### src/rtl/slpg_pkg.sv
package slpg_pkg;

   localparam int SampleWidth = 24;
   localparam int GainWidth   = 25;
   localparam int CeilWidth   = 23;
   localparam int CoeffWidth  = 24;
   localparam int FracBits    = 24;
   localparam int DivSteps    = 24;
   localparam int CountWidth  = $clog2(DivSteps + 1);

   localparam logic [GainWidth-1:0]   UnityGain    = 25'h1000000;
   localparam logic [CeilWidth-1:0]   CeilingReset = 23'd4194304;
   localparam logic [CoeffWidth-1:0]  CoeffReset   = 24'd16775468;
   localparam logic [SampleWidth-1:0] PeakLimit    = 24'd8388608;

   localparam logic CsrCeiling = 1'b0;
   localparam logic CsrRelease = 1'b1;

   typedef struct packed {
      logic signed [SampleWidth-1:0] sample_left;
      logic signed [SampleWidth-1:0] sample_right;
      logic                          block_end;
   } req_type;

   typedef struct packed {
      logic signed [SampleWidth-1:0] limited_left;
      logic signed [SampleWidth-1:0] limited_right;
      logic [GainWidth-1:0]          gain_now;
      logic [SampleWidth-1:0]        block_peak;
   } rsp_type;

   typedef struct packed {
      logic                   start;
      logic [CeilWidth-1:0]   ceiling;
      logic [SampleWidth-1:0] divisor;
   } div_req_type;

endpackage

### src/rtl/slpg_merge.sv
module slpg_merge
   import slpg_pkg::*;
(
   input  logic [SampleWidth-1:0] mag_left,
   input  logic [SampleWidth-1:0] mag_right,
   input  logic [SampleWidth-1:0] scaled_left,
   input  logic [SampleWidth-1:0] scaled_right,
   input  logic [SampleWidth-1:0] tracker,
   output logic [SampleWidth-1:0] peak,
   output logic [SampleWidth-1:0] block_peak
);

   logic [SampleWidth-1:0] scaled_max;

   assign peak       = (mag_left > mag_right) ? mag_left : mag_right;
   assign scaled_max = (scaled_left > scaled_right) ? scaled_left : scaled_right;
   assign block_peak = (scaled_max > tracker) ? scaled_max : tracker;

endmodule

### config.mk
export PLATFORM = sky130hd
export DESIGN_NAME = slpg_merge
export DESIGN_NICKNAME = d
export VERILOG_FILES = /design/src/rtl/slpg_pkg.sv /design/src/rtl/slpg_merge.sv
export SDC_FILE = /design/constraint.sdc
export NUM_CORES = 1
export LEC_CHECK = 0
export BUFFER_PORTS_ARGS = -buffer_cell sky130_fd_sc_hd__buf_2
export CAP_MARGIN = 10
export CORE_MARGIN = 5
export CORE_UTILIZATION = 45
export DETAILED_ROUTE_END_ITERATION = 10
export PLACE_DENSITY = 0.83
export SLEW_MARGIN = 5
export SYNTH_ARGS = -nofsm -noshare
export SYNTH_HDL_FRONTEND = slang
export SYNTH_SLANG_ARGS = --single-unit
### constraint.sdc
create_clock -name vclk -period 14.9
set_input_delay 2.235 -clock vclk [all_inputs]
set_output_delay 2.235 -clock vclk [all_outputs]
set_load 0.03 [all_outputs]
==> qor.csv <==
metric,value,unit
outcome,"complete, no violations",
Synth area leader,ha_1,
Area Overhead vs Synth,30.9,%
initial core utilization,0.463,
placed instance count,635,
antenna cells,0,
Non-Filler Instances,635,
wire per inst,13.6,µm
CP max FO,48,
Routed Wire Length,8640,µm
Period minus WS final,8.96,ns
area fraction of the dominant cell type after synthesis,0.327,
FF+latch area,0,µm²
RSZ-0062 raised after global routing,false,
Core Area,0.00596,mm²
worst-path cell chain,"buf_2, ha_1, and4_4, and3_1, a221o_1, or4_1, nand2_2, nand2_1, nand2_1, ha_1, nand4_1, nor3_1, and3_1, o31ai_1, a21oi_4, nor2_1, a31oi_1, buf_2",
Rel. slew slack,0.260,
Avg Inst Size Synth,6.83,µm²
gr usage total,0.202,
Final Util,0.607,
Ports,168,
Critical Path Max Stage Delay,0.88,ns
die height,88.3,µm
CP Capture Type,output port,
post_cts resized,0,
Buffers on Ports,168,
layout cell share with drive strength beyond 1,0.388,
Die ar.,0.00780,mm²
initial antenna violation count,0,
vias in the first global route,3228,
syn nets,596,
Horiz. Die Dim,88.3,µm
Worst VDD drop,0.0000316,V
P_leak,0.00225,µW
Detail Route Antenna Nets,0,
FF+latch count,0,
worst min-delay path class,in2out,
Clock buffer cells,0,
"Distinct cells, synth",40,
Max Slew Vio Count,0,
number of synthesis warnings,0,
DR vias/cell,5.28,
pwr/cell area,55.1,mW/mm²
Cells after Synth,404,
"Cell Area, Synth",0.00276,mm²
crit path launch type,input pin,
sequential area share after synthesis,0,
CP top delay family,simple AND/OR/NAND/NOR gates,
Rows,28,
HPWL after DPL,7730,µm
Slowest cell on crit path,a21oi_4,
synth top area cells,"ha_1 (33%), inv_1 (9.8%), mux2_2 (9.8%), nand2_1 (7.8%), a31oi_1 (5.2%)",
CP required,12.66,ns
Max Clock Freq,112,MHz
Crit Path Class,in2out,
final setup vio count,0,
drt first pass iters,5,
worst slew pin tran,1.11,ns
Max-cap violations,0,
first-pass GRT wire length,13400,µm
worst path bufs/invs,2,
final hold viol count,0,
Vias,3350,
RD Place Congestion,0.916,
largest net degree at the start of global routing,49,
Tcrit/Tclk final,0.602,
Post-CTS Setup Bufs,0,
Initial DRC Count,73,
setup TNS,0,ns
nets,754,
Critical Path AT,6.73,ns
Hold Buf Count CTS,0,
grt total ovfl,0,
number of remaining DRC errors,0,
metal layers:
layer,GRT usage,wire [µm],vias up
met5,0,0,-
met4,0.0206,78,0
met3,0.0168,669,8
met2,0.405,4430,129
met1,0.236,3470,1483
li1,-,-,1730
area by class of cell:
| type | count | area [µm²] |
|---|---|---|
| multi-input cells | 320 | 2410 |
| well taps | 75 | 93.8 |
| inverters | 72 | 270 |
| fillers | 571 | 2340 |
| repair buffers | 168 | 841 |
per-stage QoR:
step | total power, µW | hold WS [ns] | setup slack (ns) | cell area (µm²)
2_1_floorplan | 142 | 4.68 | 6.50 | 2760
3_3_place_gp | 195 | 4.86 | 5.94 | 3610
3_5_place_dp | 199 | 4.87 | 5.88 | 3610
4_1_cts | 200 | 4.87 | 5.88 | 3610
5_1_grt | 218 | 4.88 | 5.53 | 3610
6_report | 199 | 4.87 | 5.94 | 3610
final timing paths:
kind                    endpoint             from  cells past startpoint
setup / recovery  block_peak[19]  scaled_left[22]                     18
hold / removal           peak[5]     mag_right[5]                      3
placed cells by master (no fill, tap or decap), types with 3 or more instances in the layout:
cell type / instances
nand4_1: 14
ha_1: 72
nand2_1: 57
nand3_1: 7
nor2b_1: 3
a21oi_1: 23
a21o_1: 11
a221o_1: 3
and3_1: 6
o21ai_0: 4
nor2_1: 28
nand2_2: 21
mux2_2: 24
a31oi_1: 23
buf_2: 168
inv_1: 72
synthesized netlist by cell type, drive strengths merged:
cell	n
o21ai	4
nand3	7
a221o	3
a221oi	1
and2	2
nor4	1
nand4	14
and3	6
nor2	28
o31ai	1
nand2	78
a21o	11
and4	2
a211oi	1
buf	8
o32ai	1
ha	72
o211ai	2
o221ai	1
a21oi	24
a21boi	1
a41oi	1
a31oi	23
a2111oi	2
o21a	1
mux2	24
clkbuf	4
or4	2
or2	1
mux2i	1
nor3	2
inv	72
nor2b	3
where the power goes:
part	total, µW	leakage [µW]	internal (µW)	switching [µW]
Combinational	199	0.00225	72.3	127
Clock	0	0	0	0
Sequential	0	0	0	0
tightest hold or removal path: cells and delay by family:
family	cells	cell delay, ns
buffers and inverters	2	0.27
multiplexers	1	0.13
cells by family after synthesis:
logic type / Yosys count / share of synthesized area
AND/OR/NAND/NOR: 146 / 0.254
buffers and inverters: 84 / 0.136
AO/OA/AOI/OAI: 77 / 0.182
adder cells (fa/ha/maj): 72 / 0.327
multiplexers: 25 / 0.102
Power figures use the tool's default switching activity.
