--- src/rtl/slpg_pkg.sv ---
package slpg_pkg;

   localparam int SampleWidth = 24;
   localparam int GainWidth   = 25;
   localparam int CeilWidth   = 23;
   localparam int CoeffWidth  = 24;
   localparam int FracBits    = 24;
   localparam int DivSteps    = 24;
   localparam int CountWidth  = $clog2(DivSteps + 1);

   localparam logic [GainWidth-1:0]   UnityGain    = 25'h1000000;
   localparam logic [CeilWidth-1:0]   CeilingReset = 23'd4194304;
   localparam logic [CoeffWidth-1:0]  CoeffReset   = 24'd16775468;
   localparam logic [SampleWidth-1:0] PeakLimit    = 24'd8388608;

   localparam logic CsrCeiling = 1'b0;
   localparam logic CsrRelease = 1'b1;

   typedef struct packed {
      logic signed [SampleWidth-1:0] sample_left;
      logic signed [SampleWidth-1:0] sample_right;
      logic                          block_end;
   } req_type;

   typedef struct packed {
      logic signed [SampleWidth-1:0] limited_left;
      logic signed [SampleWidth-1:0] limited_right;
      logic [GainWidth-1:0]          gain_now;
      logic [SampleWidth-1:0]        block_peak;
   } rsp_type;

   typedef struct packed {
      logic                   start;
      logic [CeilWidth-1:0]   ceiling;
      logic [SampleWidth-1:0] divisor;
   } div_req_type;

endpackage

--- src/rtl/slpg_lane.sv ---
module slpg_lane
   import slpg_pkg::*;
(
   input  logic                          clock,
   input  logic signed [SampleWidth-1:0] sample,
   input  logic [GainWidth-1:0]          gain,
   input  logic                          scale_en,
   output logic [SampleWidth-1:0]        magnitude,
   output logic [SampleWidth-1:0]        scaled_mag,
   output logic signed [SampleWidth-1:0] limited
);

   logic [SampleWidth-1:0]             sample_bits;
   logic [SampleWidth+GainWidth-2:0]   product;
   logic [SampleWidth-1:0]             scaled_ff;
   logic [SampleWidth-1:0]             scaled_in;

   assign sample_bits = sample;
   assign magnitude   = sample_bits[SampleWidth-1] ? (~sample_bits + 1'b1) : sample_bits;

   // magnitude <= 2^23 and gain <= 2^24, so the product fits in 48 bits
   assign product   = (SampleWidth+GainWidth-1)'(magnitude) * (SampleWidth+GainWidth-1)'(gain);
   assign scaled_in = product[FracBits +: SampleWidth];

   always_ff @(posedge clock) begin
      if (scale_en) begin
         scaled_ff <= scaled_in;
      end
   end

   assign scaled_mag = scaled_ff;
   assign limited    = (sample_bits[SampleWidth-1] && scaled_ff != '0) ?
                       (~scaled_ff + 1'b1) : scaled_ff;

endmodule

--- config.mk ---
export PLATFORM = sky130hd
export DESIGN_NAME = slpg_lane
export DESIGN_NICKNAME = d
export VERILOG_FILES = /design/src/rtl/slpg_pkg.sv /design/src/rtl/slpg_lane.sv
export SDC_FILE = /design/constraint.sdc
export NUM_CORES = 1
export LEC_CHECK = 0
export ABC_AREA = 1
export BUFFER_PORTS_ARGS = -buffer_cell sky130_fd_sc_hd__buf_2
export CORE_MARGIN = 2
export CORE_UTILIZATION = 58
export CTS_CLUSTER_SIZE = 8
export DETAILED_ROUTE_END_ITERATION = 10
export HOLD_SLACK_MARGIN = 0.12
export PLACE_DENSITY = 0.82
export SYNTH_ARGS = -nofsm -noshare
export SYNTH_HDL_FRONTEND = slang
export SYNTH_SLANG_ARGS = --single-unit
--- constraint.sdc ---
create_clock -name clock -period 11.4 [get_ports clock]
set_input_delay 1.14 -clock clock [delete_from_list [all_inputs] [get_ports clock]]
set_output_delay 1.14 -clock clock [all_outputs]
set_load 0.005 [all_outputs]
==> results of run 1 <==
## path summary, 6_finish.rpt
| kind | end | slack (ns) | cells past startpoint |
|---|---|---|---|
| worst max-delay path | scaled_mag[18] | 2.24 | 29 |
| worst min-delay path | scaled_mag[22] | 1.43 | 1 |
## cell families after synthesis
kind of cell / Yosys count
AND/OR/NAND/NOR: 1016
adder cells (fa/ha/maj): 670
buffers and inverters: 779
AO/OA/AOI/OAI: 126
flip-flops: 24
XOR/XNOR: 51
## layout by cell type (no fill, tap or decap), drive strengths merged, types with 3 or more instances in the layout
cell	n
buf	135
nand3	40
and3	7
o21bai	5
nor3	13
a21oi	56
nand4	6
o21ai	41
edfxtp	24
nor2	306
nor4	9
ha	168
a31oi	5
nand2	621
clkbuf	3
inv	673
xnor2	12
xor2	39
fa	502
or2	11
a21o	12
## worst max-delay path: cells and delay by family
family / cells / cell delay (ns)
adders and majority gates: 8 / 3.98
and+or+nand+nor: 10 / 2.09
buffers and inverters: 7 / 1.09
AOI/OAI and AO/OA: 3 / 0.68
xor gates and xnor gates: 1 / 0.17
## through the flow
| step | hold WS, ns | utilization | std cells |
|---|---|---|---|
| 2_1_floorplan | 1.25 | - | 2666 |
| 3_3_place_gp | 1.59 | 0.615 | 3156 |
| 3_5_place_dp | 1.59 | 0.615 | 3156 |
| 4_1_cts | 1.43 | 0.618 | 3160 |
| 5_1_grt | 1.44 | 0.618 | 3160 |
| 6_report | 1.43 | 0.618 | 3161 |
## layer usage
layer / vias to the layer above / share of wire
met5: - / 0.00078
met4: 8 / 0.079
met3: 371 / 0.13
met2: 1295 / 0.44
met1: 8923 / 0.35
li1: 7727 / -
## final cells by class
cell class,count,area (µm²)
Antenna cell,1,2.50
Clock buffer,3,75.1
Clock inverter,1,30.0
Fill cell,3119,13600
Inverter,673,2530
Multi-Input combinational cell,1863,17500
Sequential cell,24,721
Tap cell,461,577
Timing Repair Buffer,135,708
==> qor.yml, run 1 <==
synthesis:
  synth_common_cells: "668 x inv_1, 615 x nand2_1, 502 x fa_1"
  synth_area_per_cell_um2: 7.94
  synth-seq-cells: 24
  yosysTopAreaCellShare: 0.475
  synthXorXnorAreaFrac: 0.0218
  synth-edff-count: 24
  synthFlopType: "edfxtp_1"
  synth_top_family_by_area: "adder cells"
  ys_top_cells_by_area: "fa_1 47%, inv_1 12%, nand2_1 11%"
  synthAdderAreaFrac: 0.574
  netlist_instances: 2666
  async_reset_ff_frac: 0
  synth-simple-area-share: 0.194
  ys_warn_count: 0
  yosysMostFrequentCell: "inv_1"
  synth_cell_types: 46
  synth-compound-area-share: 0.0333
  synthesis.area_mm2: 0.0212
  ys_seq_area_frac: 0.0340
  synth_mux_area_frac: 0
  synth_largest_area_cell: "fa_1"
  synthesis.nets: 3387
placed_design:
  dpl-instance-area_mm2: 0.0220
  preCtsSetupSlack_ns: 2.15
  io_buffers: 122
  place.gp.congestion: 1.12
  dp_hpwl_um: 57600
outcome:
  status: "finished, final reports clean"
floorplan:
  dieHeight_um: 195
  start_util: 0.592
  num_rows: 69
  die_area_mm2: 0.0380
  ios: 123
  die_w_um: 195
  core_area_mm2: 0.0357
final_layout:
  area_growth_pct: 4.37
  fin_nets: 3421
  design_area_mm2: 0.0221
  final_layout_size_suffix_gt1_frac: 0.0689
  largest_reg_flops: 24
clock_network:
  hold_buffers: 0
  clock_sinks: 24
  numCtsBuffers: 3
  cts_tree: "yes"
  clk_path_buf_depth: 2
  path_clk_slew_ns: 0.08
  cts_setup_buffers: 0
  root_buffer: "clkbuf_16"
  htreeDepth: 1
  post_cts_resized: 0
worst_setup_path:
  worstSetupPathType: "in -> reg"
  cp-startpoint: "sample[0]"
  path_common_cell: "fa_1"
  max_stage_delay_ns: 0.56
  cp.required_ns: 11.41
  critical_path.slowest_cell: "fa_1"
  cp-start-kind: "input pin"
  end_kind: "register"
  crit_fanout: 27
  arrival_ns: 9.18
routing:
  drt-pass1-iter-count: 8
  drc_errors: 0
  drt-vias-per-instance: 5.80
  ant_nets: 0
  routed_wl_um: 71500
  vias: 18300
  drtIter0Drc: 1674
  wl_per_cell_um: 22.6
sta:
  setup_tns_ns: 0
  rsz0062_at_grt: "false"
  slew_viol_final: 0
  max_freq_mhz: 109
  min_period_ns: 9.16
  finalSetupViolCount: 0
  final.period_utilization: 0.804
  worstMarginPinSlew_ns: 1.11
  final_hold_viol_count: 0
  worst_slack_ns: 2.24
  relSlewSlack: 0.256
run:
  drv_cap: 0
grt:
  antenna_found_initial: 5
  gr-usage-met1: 0.496
  use_met2: 0.620
  grtUsageMet3: 0.105
  grt_pass1_wl_um: 113000
  grtUsageTotal: 0.396
  grt_max_degree: 28
  grt_pass1_vias: 19800
  grt_overflow_total: 0
  grt_busiest_layer: "met2"
hold_path:
  min_path_type: "in -> reg"
  hp-start: "scale_en"
Power of run 1 is not shown: default switching activity piles up to over one toggle a cycle in this logic, so the estimate is an artifact.
==> run 2: changes to the inputs <==
Settings changed: PLACE_DENSITY 0.82 to 0.85.
Clock period 11.4 ns to 7.9 ns, I/O delays scaled along.
==> run 2 against run 1 <==
Against the previous run: global-route usage up 0.087 points; final area increased by 10%; non-clock buffer count up 213; first-iteration DRC count rose by 3.3%; highest routed layer unchanged; largest cell class unchanged; routed wire length grew 3.2%.
==> qor.yml, run 2 (synthesized netlist as in run 1, its figures left out) <==
clock_network:
  clk_path_buf_depth: 2
  htreeDepth: 1
  cts_tree: "yes"
  path_clk_slew_ns: 0.07
  numCtsBuffers: 3
  root_buffer: "clkbuf_16"
  clock_sinks: 24
sta:
  setup_tns_ns: 0
  final_hold_viol_count: 0
  max_freq_mhz: 130
  min_period_ns: 7.72
  final.period_utilization: 0.977
  relSlewSlack: 0.571
  slew_viol_final: 0
  rsz0062_at_grt: "true"
  worstMarginPinSlew_ns: 0.638
  fin_hold_ws_ns: 1.06
  finalSetupViolCount: 0
worst_setup_path:
  max_stage_delay_ns: 0.60
  cp.required_ns: 7.92
  critical_path.slowest_cell: "fa_2"
  arrival_ns: 7.74
  worstSetupPathType: "in -> reg"
  end_kind: "register"
  crit_fanout: 11
  cp-start-kind: "input pin"
grt:
  grt_overflow_total: 0
  grt_max_degree: 26
  use_met2: 0.633
  antenna_found_initial: 2
  grtUsageMet3: 0.106
  grt_busiest_layer: "met2"
  grtUsageTotal: 0.397
  grt_pass1_wl_um: 113000
  gr-usage-met1: 0.493
  grt_pass1_vias: 20100
outcome:
  status: "finished, final reports clean"
placed_design:
  io_buffers: 122
  place.gp.congestion: 1.04
  place_inst: 3356
  dp_hpwl_um: 62300
routing:
  drtIter0Drc: 1730
  drt-vias-per-instance: 5.64
  vias: 19000
  ant_nets: 0
  routed_wl_um: 73700
  drc_errors: 0
  wl_per_cell_um: 21.9
  drt-pass1-iter-count: 6
final_layout:
  stdcell_count: 3374
  final_cell_mix: "664 x inv_1, 606 x nand2_1, 490 x fa_1"
  final_layout_size_suffix_gt1_frac: 0.163
  mostFrequentLayoutCell: "inv_1"
  largest_reg_flops: 24
  area_growth_pct: 15.1
  fin_nets: 3634
  postLayoutCoreUtil: 0.682
run:
  drv_cap: 0
floorplan:
  die_area_mm2: 0.0380
  ios: 123
  core_area_mm2: 0.0357
  dieHeight_um: 195
  die_w_um: 195
  start_util: 0.592
  num_rows: 69
hold_path:
  min_path_type: "in -> reg"
  hold_path_depth: 1
==> run 2: cell types whose count changed in the layout (fill, tap and decap cells not counted), sizes merged <==
cell,delta
buf,+211
clkbuf,+2
clkinvlp,+1
inv,-1
==> run 2: metal layers <==
layer / vias to the layer above / routed length, µm
met5: - / 15
met2: 1322 / 33200
met4: 2 / 5480
met3: 314 / 9440
li1: 8159 / -
met1: 9243 / 25600
==> run 2: worst max-delay path, delay by kind of cell <==
family / cells / cell delay (ns)
adder cells (fa/ha/maj): 8 / 3.97
AND/OR/NAND/NOR: 10 / 1.27
buffers and inverters: 11 / 1.01
AO/OA/AOI/OAI: 4 / 0.51
XOR/XNOR: 1 / 0.16
==> run 2: final timing paths <==
kind / from / end / slack, ns
worst max-delay path: sample[4] / scaled_mag[3] / 0.18
worst min-delay path: scale_en / scaled_mag[21] / 1.06
==> run 2: area by class of cell <==
class,count,area [µm²]
clock buffers,3,75.1
flip-flops and latches,24,721
fillers,2919,11400
clock inverters,1,30.0
multi-input cells,1863,17900
repair buffers,348,2570
inverters,673,2530
diodes,1,2.50
well taps,461,577
==> run 2: stage by stage <==
step | instance area (µm²) | setup WS (ns)
2_1_floorplan | 21200 | 0.250
3_3_place_gp | 23700 | -0.187
3_5_place_dp | 23700 | -0.234
4_1_cts | 23800 | 0.0666
5_1_grt | 24400 | -0.0895
6_report | 24400 | 0.181
==> run 2: timing repair <==
| item | CTS | global route |
|---|---|---|
| pin swaps | 0 | 17 |
| setup buffers | 0 | 11 |
| gates cloned | 0 | 2 |
| gates resized for setup | 1 | 105 |
| endpoints found under the hold margin | 0 | 0 |
| endpoints found under the setup margin | 1 | 24 |
| hold buffers | 0 | 0 |
Power of run 2 is left out for the same reason.
