<file path="src/rtl/slpg_pkg.sv">
package slpg_pkg;

   localparam int SampleWidth = 24;
   localparam int GainWidth   = 25;
   localparam int CeilWidth   = 23;
   localparam int CoeffWidth  = 24;
   localparam int FracBits    = 24;
   localparam int DivSteps    = 24;
   localparam int CountWidth  = $clog2(DivSteps + 1);

   localparam logic [GainWidth-1:0]   UnityGain    = 25'h1000000;
   localparam logic [CeilWidth-1:0]   CeilingReset = 23'd4194304;
   localparam logic [CoeffWidth-1:0]  CoeffReset   = 24'd16775468;
   localparam logic [SampleWidth-1:0] PeakLimit    = 24'd8388608;

   localparam logic CsrCeiling = 1'b0;
   localparam logic CsrRelease = 1'b1;

   typedef struct packed {
      logic signed [SampleWidth-1:0] sample_left;
      logic signed [SampleWidth-1:0] sample_right;
      logic                          block_end;
   } req_type;

   typedef struct packed {
      logic signed [SampleWidth-1:0] limited_left;
      logic signed [SampleWidth-1:0] limited_right;
      logic [GainWidth-1:0]          gain_now;
      logic [SampleWidth-1:0]        block_peak;
   } rsp_type;

   typedef struct packed {
      logic                   start;
      logic [CeilWidth-1:0]   ceiling;
      logic [SampleWidth-1:0] divisor;
   } div_req_type;

endpackage

</file>
<file path="src/rtl/slpg_divider.sv">
module slpg_divider
   import slpg_pkg::*;
(
   input  logic                   clock,
   input  logic                   reset,
   input  div_req_type            div_req,
   output logic                   busy,
   output logic [SampleWidth-1:0] quotient
);

   logic [CountWidth-1:0]  count_ff;
   logic [SampleWidth-1:0] rem_ff;
   logic [SampleWidth-1:0] quot_ff;
   logic [SampleWidth-1:0] divisor_ff;
   logic [SampleWidth:0]   trial;
   logic [SampleWidth:0]   diff;
   logic                   fits;
   logic [SampleWidth-1:0] rem_in;

   // quotient is known to stay below 2^24, so the remainder starts at the ceiling
   assign trial  = {rem_ff, 1'b0};
   assign diff   = trial - {1'b0, divisor_ff};
   assign fits   = trial >= {1'b0, divisor_ff};
   assign rem_in = fits ? diff[SampleWidth-1:0] : trial[SampleWidth-1:0];

   always_ff @(posedge clock) begin
      if (reset) begin
         count_ff <= '0;
      end else if (div_req.start) begin
         count_ff <= CountWidth'(DivSteps);
      end else if (count_ff != '0) begin
         count_ff <= count_ff - 1'b1;
      end
   end

   always_ff @(posedge clock) begin
      if (div_req.start) begin
         rem_ff     <= SampleWidth'(div_req.ceiling);
         divisor_ff <= div_req.divisor;
         quot_ff    <= '0;
      end else if (count_ff != '0) begin
         rem_ff  <= rem_in;
         quot_ff <= {quot_ff[SampleWidth-2:0], fits};
      end
   end

   assign busy     = count_ff != '0;
   assign quotient = quot_ff;

endmodule

</file>
<file path="config.mk">
export PLATFORM = sky130hd
export DESIGN_NAME = slpg_divider
export DESIGN_NICKNAME = d
export VERILOG_FILES = /design/src/rtl/slpg_pkg.sv /design/src/rtl/slpg_divider.sv
export SDC_FILE = /design/constraint.sdc
export NUM_CORES = 1
export LEC_CHECK = 0
export ABC_AREA = 0
export BUFFER_PORTS_ARGS = -buffer_cell sky130_fd_sc_hd__buf_2
export CORE_MARGIN = 2
export CORE_UTILIZATION = 30
export DETAILED_ROUTE_END_ITERATION = 10
export GPL_ROUTABILITY_DRIVEN = 0
export SETUP_SLACK_MARGIN = 0.15
export SLEW_MARGIN = 10
export SYNTH_ARGS = -nofsm -noshare
export SYNTH_HDL_FRONTEND = slang
export SYNTH_SLANG_ARGS = --single-unit
</file>
<file path="constraint.sdc">
create_clock -name clock -period 4.4 [get_ports clock]
set_input_delay 0.22 -clock clock [delete_from_list [all_inputs] [get_ports clock]]
set_output_delay 0.22 -clock clock [all_outputs]
set_load 0.02 [all_outputs]
</file>
==> out/metrics.cfg, run 1 <==
[layout]
fill_cells = 1475
area_growth_pct = 18.6
layout.nets = 608
finalNonFillerCells = 722
drive_gt1_share_pct = 20.5

[critical_path]
r2r_cells = 9
start_kind = register
crit_arrival_ps = 3340
crit_path_max_fanout = 21
cp.required_ps = 4500
cp-end-kind = register
criticalPathCategory = reg2reg

[synthesis]
ys_top_cells_by_area = edfxtp_1 (32%), dfxtp_1 (14%), ha_1 (7.1%), a21oi_1 (6.1%), nand2_1 (5.3%)
yosys.cell_types.count = 61
yosysMostFrequentCell = nand2_1
synth_top_family_by_area = compound AO/OA/AOI/OAI gates
yosys_warnings = 0
muxShareOfSynthArea_pct = 3.33
ys.flop_type = edfxtp_1
yosys.area_share.simple_pct = 14.8
synth_area_sq_mm = 0.00443
synth_compound_area_share_pct = 20.7
async_flop_share_pct = 0
ys_seq_area_share_pct = 45.4
synth_edf_count = 47
avgSynthCellArea_sq_um = 9.54
syn_inst = 465
synth_seq_cells = 77
synth_top_area_cell = edfxtp_1
synth.net_count = 541
yosys.area.top_type_share_pct = 31.8
synth_xor_area_share_pct = 2.96
netlist_top_cells_count = nand2_1 (63), a21oi_1 (54), edfxtp_1 (47)
synth_fa_ha_area_share_pct = 7.51

[power_and_ir_drop]
vdd_drop_max_mv = 0.262
p_leak_nw = 2.20
finalPower_w = 0.00357
power_density_mw_per_mm2 = 678

[sta]
fmax_mhz = 308
maxSlewHeadroom_pct = 41.0
post-route-period-util_pct = 73.7
finalSetupViolCount = 0
tns_ps = 0
min_period_ps = 3240
rsz0062_at_grt = no
hold_slack_ps = 44.6
hold_viol = 0
fin_worst_skew_ps = 5.98
drv_slew = 0
tightest_slew_ps = 884

[route]
drtIter0Drc = 204
num_vias = 3599
drt_pass1_iterations = 4
route.detailed.drc = 0
ant_nets = 0
vias_per_cell = 4.98
wl_per_cell_um = 14.4
drt_wl_total_mm = 10.4

[grt]
antenna_found_initial = 1
grt_max_degree = 77
gr-total-overflow = 0
grt_pass1_vias = 3673
grt.total_usage_pct = 13.9
grt_pass1_wl_mm = 17.8

[clocking]
clock-sinks = 77
postCtsHoldBufs = 0
numCtsBuffers = 9
cts_tree = done
cts_buffer_depth = 2
post_cts_buffers = 0
clock_latency_ps = 350
ctsRootBufferMaster = clkbuf_16
h-tree-depth = 3
post_cts_resized = 0
clkTransAtPathRegs_ps = 60

[floorplanning]
start_util_pct = 30.6
core_area_sq_mm = 0.0145
num_rows = 44
fp.dieH_um = 126
dieArea_sq_mm = 0.0158
die_width_um = 126
io_pins = 75

[outcome]
status = completed

[placement]
dp_hpwl_mm = 7.43
dpl.cell_count = 705
port_buffers = 74

[min_path]
hp-class = in2reg
hold_path_depth = 1

[run]
max_cap_viol_count = 0

-- cell families (layout without fill, tap and decap cells) --
logic type | after synthesis | count (layout)
other | 0 | 1
AOI/OAI and AO/OA | 133 | 133
and+or+nand+nor | 144 | 144
DFF | 77 | 77
xor gates and xnor gates | 15 | 15
adders and majority gates | 26 | 26
muxes | 14 | 14
buffers and inverters | 56 | 128
-- sequential cells by signal, summed over array words and instances (netlist names) --
signal / count
rem_ff: 24
count_ff: 5
divisor_ff: 24
quotient: 24
-- cells in the final DEF (no fill, tap or decap), drive strengths merged, types with 7 or more instances in the layout --
| cell | count |
|---|---|
| buf | 78 |
| o21ai | 11 |
| o31ai | 7 |
| inv | 35 |
| a211oi | 8 |
| xnor2 | 11 |
| o21a | 7 |
| mux2i | 8 |
| clkbuf | 13 |
| nand2 | 63 |
| edfxtp | 47 |
| nor2 | 30 |
| a21o | 10 |
| nor3 | 11 |
| dfxtp | 30 |
| nand3 | 9 |
| ha | 25 |
| a21oi | 54 |
-- worst paths after layout --
| kind | endpoint | from | slack, ps |
|---|---|---|---|
| max | rem_ff[16] | rem_ff[11] | 1160 |
| min | divisor_ff[16] | div_req[16] | 40 |
| max reg2reg | rem_ff[16] | rem_ff[11] | 1160 |
| min reg2reg | quotient[23] | quotient[23] | 460 |
-- per-stage QoR --
stage / util (%) / instance area [sq um] / setup slack (ps)
2_1_floorplan: - / 4430 / 1680
3_3_place_gp: 34.3 / 4960 / 1190
3_5_place_dp: 34.3 / 4960 / 1090
4_1_cts: 36.3 / 5260 / 1100
5_1_grt: 36.3 / 5260 / 909
6_report: 36.3 / 5260 / 1160
-- where the power goes --
group	switching (W)	leakage, nW	total, W	internal, W
combinational	0.00101	1.34	0.00178	0.000778
sequential	0.0000859	0.715	0.00104	0.000959
clock	0.000293	0.149	0.000738	0.000445
total	0.00138	2.20	0.00357	0.00218
-- worst max-delay path: stages (launching register included) --
cell and delay, ps:
edfxtp_1 400, ha_1 400, a211oi_2 270, o21ai_0 120, a32o_1 260, or2_1 270
o21bai_4 510, buf_4 340, nor2_1 90, a221o_1 330
-- routing by layer --
metal / GRT usage [%] / up-vias / share of wire [%]
met1: 17.1 / 1676 / 45
met5: 0 / - / 0
met3: 5.65 / 10 / 7.7
met4: 4.25 / 0 / 1.0
met2: 22.3 / 90 / 46
li1: - / 1823 / -
-- final cells by class --
| class | instances | area [sq um] | share of cell area (%) |
|---|---|---|---|
| multi-input combinational | 332 | 2190 | 41.6 |
| inverter | 34 | 128 | 2.43 |
| clock inverter | 3 | 15.0 | 0.286 |
| clock buffer | 13 | 282 | 5.35 |
| sequential | 77 | 2010 | 38.3 |
| antenna | 1 | 2.50 | 0.0476 |
| timing repair buffer | 78 | 400 | 7.61 |
| tap | 184 | 230 | 4.38 |
Note: power is estimated with default switching activity, not from simulation.
==> inputs of run 2 (changes only) <==
==> constraint.sdc (replaced) <==
create_clock -name clock -period 2.8 [get_ports clock]
set_input_delay 0.14 -clock clock [delete_from_list [all_inputs] [get_ports clock]]
set_output_delay 0.14 -clock clock [all_outputs]
set_load 0.02 [all_outputs]
==> run 2 against run 1 <==
- sequential power rose by 63%
- critical path depth increased by 2
- maximum frequency is 20% higher
- worst hold slack better by 29 ps
- flip-flop and latch count stayed put
- final cell count rose by 8.3%
- final area increased by 18%
- total power rose by 94%
- setup slack lost 1100 ps
- combinational power increased by 130%
- first-iteration DRC count is 17% higher
- die area unchanged
- largest cell class unchanged
==> out/metrics.cfg, run 2 (same netlist as run 1, synthesis figures left out) <==
[power_and_ir_drop]
vdd_drop_max_mv = 0.594
p_leak_nw = 2.53
power_density_mw_per_mm2 = 1120
finalPower_w = 0.00690

[floorplanning]
core_area_sq_mm = 0.0145
die_width_um = 126
num_rows = 44
start_util_pct = 30.6
fp.dieH_um = 126
io_pins = 75
dieArea_sq_mm = 0.0158

[grt]
grt.total_usage_pct = 14.8
antenna_found_initial = 0
grt_pass1_vias = 3855
grt_max_degree = 52
gr-total-overflow = 0
grt_pass1_wl_mm = 18.9

[layout]
finalNonFillerCells = 782
layout.nets = 669
fill_cells = 1410
final_common_cell = buf_2
final_cell_mix = buf_2 (74), nand2_1 (62), a21oi_1 (47), edfxtp_1 (47), buf_4 (34)
finish.utilization_pct = 42.7
n_antenna_cell = 0
area_growth_pct = 39.6
drive_gt1_share_pct = 32.4

[sta]
fmax_mhz = 369
maxSlewHeadroom_pct = 58.8
hold_viol = 0
fin_worst_skew_ps = 8.59
min_period_ps = 2710
finalSetupViolCount = 0
post-route-period-util_pct = 96.7
tightest_slew_ps = 617
rsz0062_at_grt = yes
drv_slew = 0
tns_ps = 0
layout_setup_ws_ps = 93.4

[route]
route.detailed.drc = 0
vias_per_cell = 4.94
drtIter0Drc = 238
drt_pass1_iterations = 6
ant_nets = 0
drt_wl_total_mm = 11.6
num_vias = 3862
wl_per_cell_um = 14.9

[critical_path]
crit_top_cell = ha_4
crit_chain = ha_4 > ha_4 > nand3_2 > nor4_2 > a211o_1 > o22ai_2 > o21bai_4 > buf_12 > buf_16 > and3_4 > a221o_1
crit_path_max_fanout = 7
cp-end-kind = register
crit_arrival_ps = 2810
crit_slowest_cell = edfxtp_1
criticalPathCategory = reg2reg
crit_start = rem_ff[0]
r2r_cells = 11
cp.required_ps = 2900
regToRegStartpoint = rem_ff[0]
start_kind = register
slowest_delay_ps = 420

[clocking]
ctsRootBufferMaster = clkbuf_16
clock-sinks = 77
numCtsBuffers = 9
h-tree-depth = 3
clock_latency_ps = 350
cts_buffer_depth = 2
clkTransAtPathRegs_ps = 60
cts_tree = done

[placement]
dp_hpwl_mm = 7.72
place_ws_ps = 27.1
dpl.cell_count = 724
port_buffers = 74

[run]
max_cap_viol_count = 0

[min_path]
hp-class = in2reg
hp-start = div_req[25]
hold_path_depth = 3

[outcome]
status = completed

-- run 2: final timing paths --
path / endpoint / slack [ps]
setup reg to reg: rem_ff[18] / 90
hold / removal: rem_ff[1] / 70
hold reg to reg: quotient[23] / 460
setup / recovery: rem_ff[18] / 90
-- run 2: report_power, final --
part	switching [W]	leakage [nW]	internal [W]
clock	0.000488	0.144	0.000653
sequential	0.000182	0.715	0.00151
combinational	0.00195	1.68	0.00212
-- run 2: per-stage QoR --
step | area [sq um] | hold slack [ps]
finish | 6190 | 73.7
CTS | 5950 | 61.1
floorplan | 4460 | 212
global route | 6190 | 84.2
detailed placement | 5140 | 319
global placement | 5140 | 319
-- run 2: final cells by class --
cell class	instances	area [sq um]	share of cell area, %
sequential	77	2010	32.5
clock inverter	4	30.0	0.485
timing repair buffer	139	991	16.0
tap	184	230	3.72
inverter	34	128	2.06
multi-input combinational	332	2540	41.1
clock buffer	12	256	4.14
-- run 2: worst max-delay path: cells and delay by family (launching register included) --
family,cells,cell delay [ps]
AO/OA/AOI/OAI,4,770
adder cells (fa/ha/maj),2,450
buffers and inverters,2,300
flip-flops,1,420
AND/OR/NAND/NOR,3,520
-- run 2: layer usage --
metal  vias up  share of wire (%)  global-route usage [%]
met4         0                2.4                    5.88
met1      1803                 44                    18.4
met2       103                 47                    23.8
met3        22                6.5                    4.49
met5         -                  0                       0
li1       1934                  -                       -
-- run 2: timing repair --
action,CTS,global route
gates cloned,1,1
endpoints found under the setup margin,16,23
endpoints found under the hold margin,25,0
gates resized for setup,28,35
pin swaps,11,23
buffers inserted,9,6
hold buffers,25,0
==> inputs of run 3 (changes only) <==
==> constraint.sdc (replaced) <==
create_clock -name clock -period 2.8 [get_ports clock]
set_input_delay 0.42 -clock clock [delete_from_list [all_inputs] [get_ports clock]]
set_output_delay 0.42 -clock clock [all_outputs]
set_load 0.02 [all_outputs]
==> run 3 against run 2 <==
- setup slack gained 13 ps
- sequential power about the same
- worst hold slack better by 170 ps
- critical endpoint unchanged
- first-iteration DRC count shrank 18%
- final cell count down 3.2%
- largest power group unchanged
- clock-buffer cell count decreased by 1
- final area shrank 2.4%
- via count is 1.8% lower
- maximum frequency grew 0.50%
==> out/metrics.cfg, run 3 (same netlist as run 1, synthesis figures left out) <==
[floorplanning]
die_width_um = 126
num_rows = 44
fp.dieH_um = 126
core_area_sq_mm = 0.0145
dieArea_sq_mm = 0.0158
start_util_pct = 30.6
io_pins = 75

[layout]
fill_cells = 1383
finish.utilization_pct = 41.7
area_growth_pct = 36.2
n_antenna_cell = 0
drive_gt1_share_pct = 33.9
layout.nets = 644
final_cell_mix = buf_2 (74), nand2_1 (62), a21oi_1 (49)
final_common_cell = buf_2

[critical_path]
cp-end-kind = register
crit_arrival_ps = 2790
cp.required_ps = 2900
criticalPathCategory = reg2reg
regToRegStartpoint = rem_ff[0]
start_kind = register
crit_path_max_fanout = 6
rrSetupSlack_ps = 110
r2r_cells = 11
rr_endpoint = rem_ff[18]

[placement]
port_buffers = 74
dp_hpwl_mm = 7.54

[run]
max_cap_viol_count = 0

[grt]
grt.total_usage_pct = 14.8
antenna_found_initial = 1
grt_max_degree = 77
gr-total-overflow = 0
grt_pass1_vias = 3952
grt_pass1_wl_mm = 19.0

[sta]
maxSlewHeadroom_pct = 61.7
drv_slew = 0
min_period_ps = 2690
hold_slack_ps = 247
finalSetupViolCount = 0
post-route-period-util_pct = 96.2
tightest_slew_ps = 573
hold_viol = 0
tns_ps = 0
fmax_mhz = 371
fin_worst_skew_ps = 9.87
rsz0062_at_grt = yes

[route]
ant_nets = 0
route.detailed.drc = 0
num_vias = 3792
drt_pass1_iterations = 4
vias_per_cell = 5.01
drtIter0Drc = 196
wl_per_cell_um = 15.0
drt_wl_total_mm = 11.4

[power_and_ir_drop]
power_density_mw_per_mm2 = 1200
vdd_drop_max_mv = 0.672
p_leak_nw = 2.48

[clocking]
cts_buffer_depth = 2
cts_tree = done
postCtsHoldBufs = 0
numCtsBuffers = 9
ctsRootBufferMaster = clkbuf_16
clock-sinks = 77
clkTransAtPathRegs_ps = 70
clock_latency_ps = 350
h-tree-depth = 3

[outcome]
status = completed

[min_path]
hp-class = in2reg
worstHoldEndpoint = divisor_ff[15]
hp-start = div_req[15]
hold_path_depth = 1

## run 3: cell types whose count changed in the layout (fill, tap and decap cells not counted), moves of 3 or more
cell,previous run,this run
clkbuf_16,10,13
dlygate4sd3_1,25,0
inv_8,0,3
o21ai_1,2,5
## run 3: where the power goes
group | switching (W) | total (W) | internal (W)
clock | 0.000525 | 0.00126 | 0.000734
sequential | 0.000182 | 0.00169 | 0.00151
combinational | 0.00202 | 0.00431 | 0.00229
total | 0.00273 | 0.00726 | 0.00453
## run 3: worst max-delay path: stages, from the launching register on
cell	delay [ps]
edfxtp_1	470
ha_4	320
ha_4	130
nand3_4	60
nor4_4	300
a211o_1	180
o22ai_1	60
o21bai_4	220
buf_12	150
buf_16	130
and3_4	160
a221o_1	260
## run 3: area by class of cell
class	count	area (sq um)	area share (%)
sequential	77	2010	33.3
timing repair buffer	114	779	12.9
tap	184	230	3.81
clock buffer	11	275	4.56
clock inverter	5	51.3	0.849
inverter	34	128	2.11
multi-input combinational	332	2560	42.5
## run 3: through the flow
stage / area [sq um] / power, W / worst slack (ps) / instances
after floorplan: 4460 / 0.00401 / 159 / 465
after global placement: 5130 / 0.00467 / 82.6 / 721
after detailed placement: 5130 / 0.00472 / 25.4 / 721
after CTS: 5880 / 0.00681 / 125 / 754
after global routing: 6040 / 0.00774 / -14.1 / 757
final: 6040 / 0.00726 / 107 / 757
## run 3: per-layer routing
metal	track usage [%]	vias up	share of wire (%)
met2	24.1	84	48
met5	0	-	0
met4	4.77	0	1.4
met3	4.96	15	5.9
met1	18.4	1803	45
li1	-	1890	-
## run 3: timing repair
item	in CTS	in global routing
buffers inserted	16	1
endpoints found under the hold margin	0	0
gates cloned	1	2
endpoints found under the setup margin	19	23
gates resized for setup	41	25
pin swaps	13	24
## run 3: worst max-delay path by stage
stage / endpoint / from / slack, ps
after floorplan: rem_ff[3] / rem_ff[5] / 160
after global placement: rem_ff[16] / rem_ff[0] / 80
after detailed placement: rem_ff[16] / rem_ff[0] / 30
after CTS: rem_ff[3] / rem_ff[0] / 130
after global routing: rem_ff[18] / rem_ff[0] / -10
final: rem_ff[18] / rem_ff[0] / 110
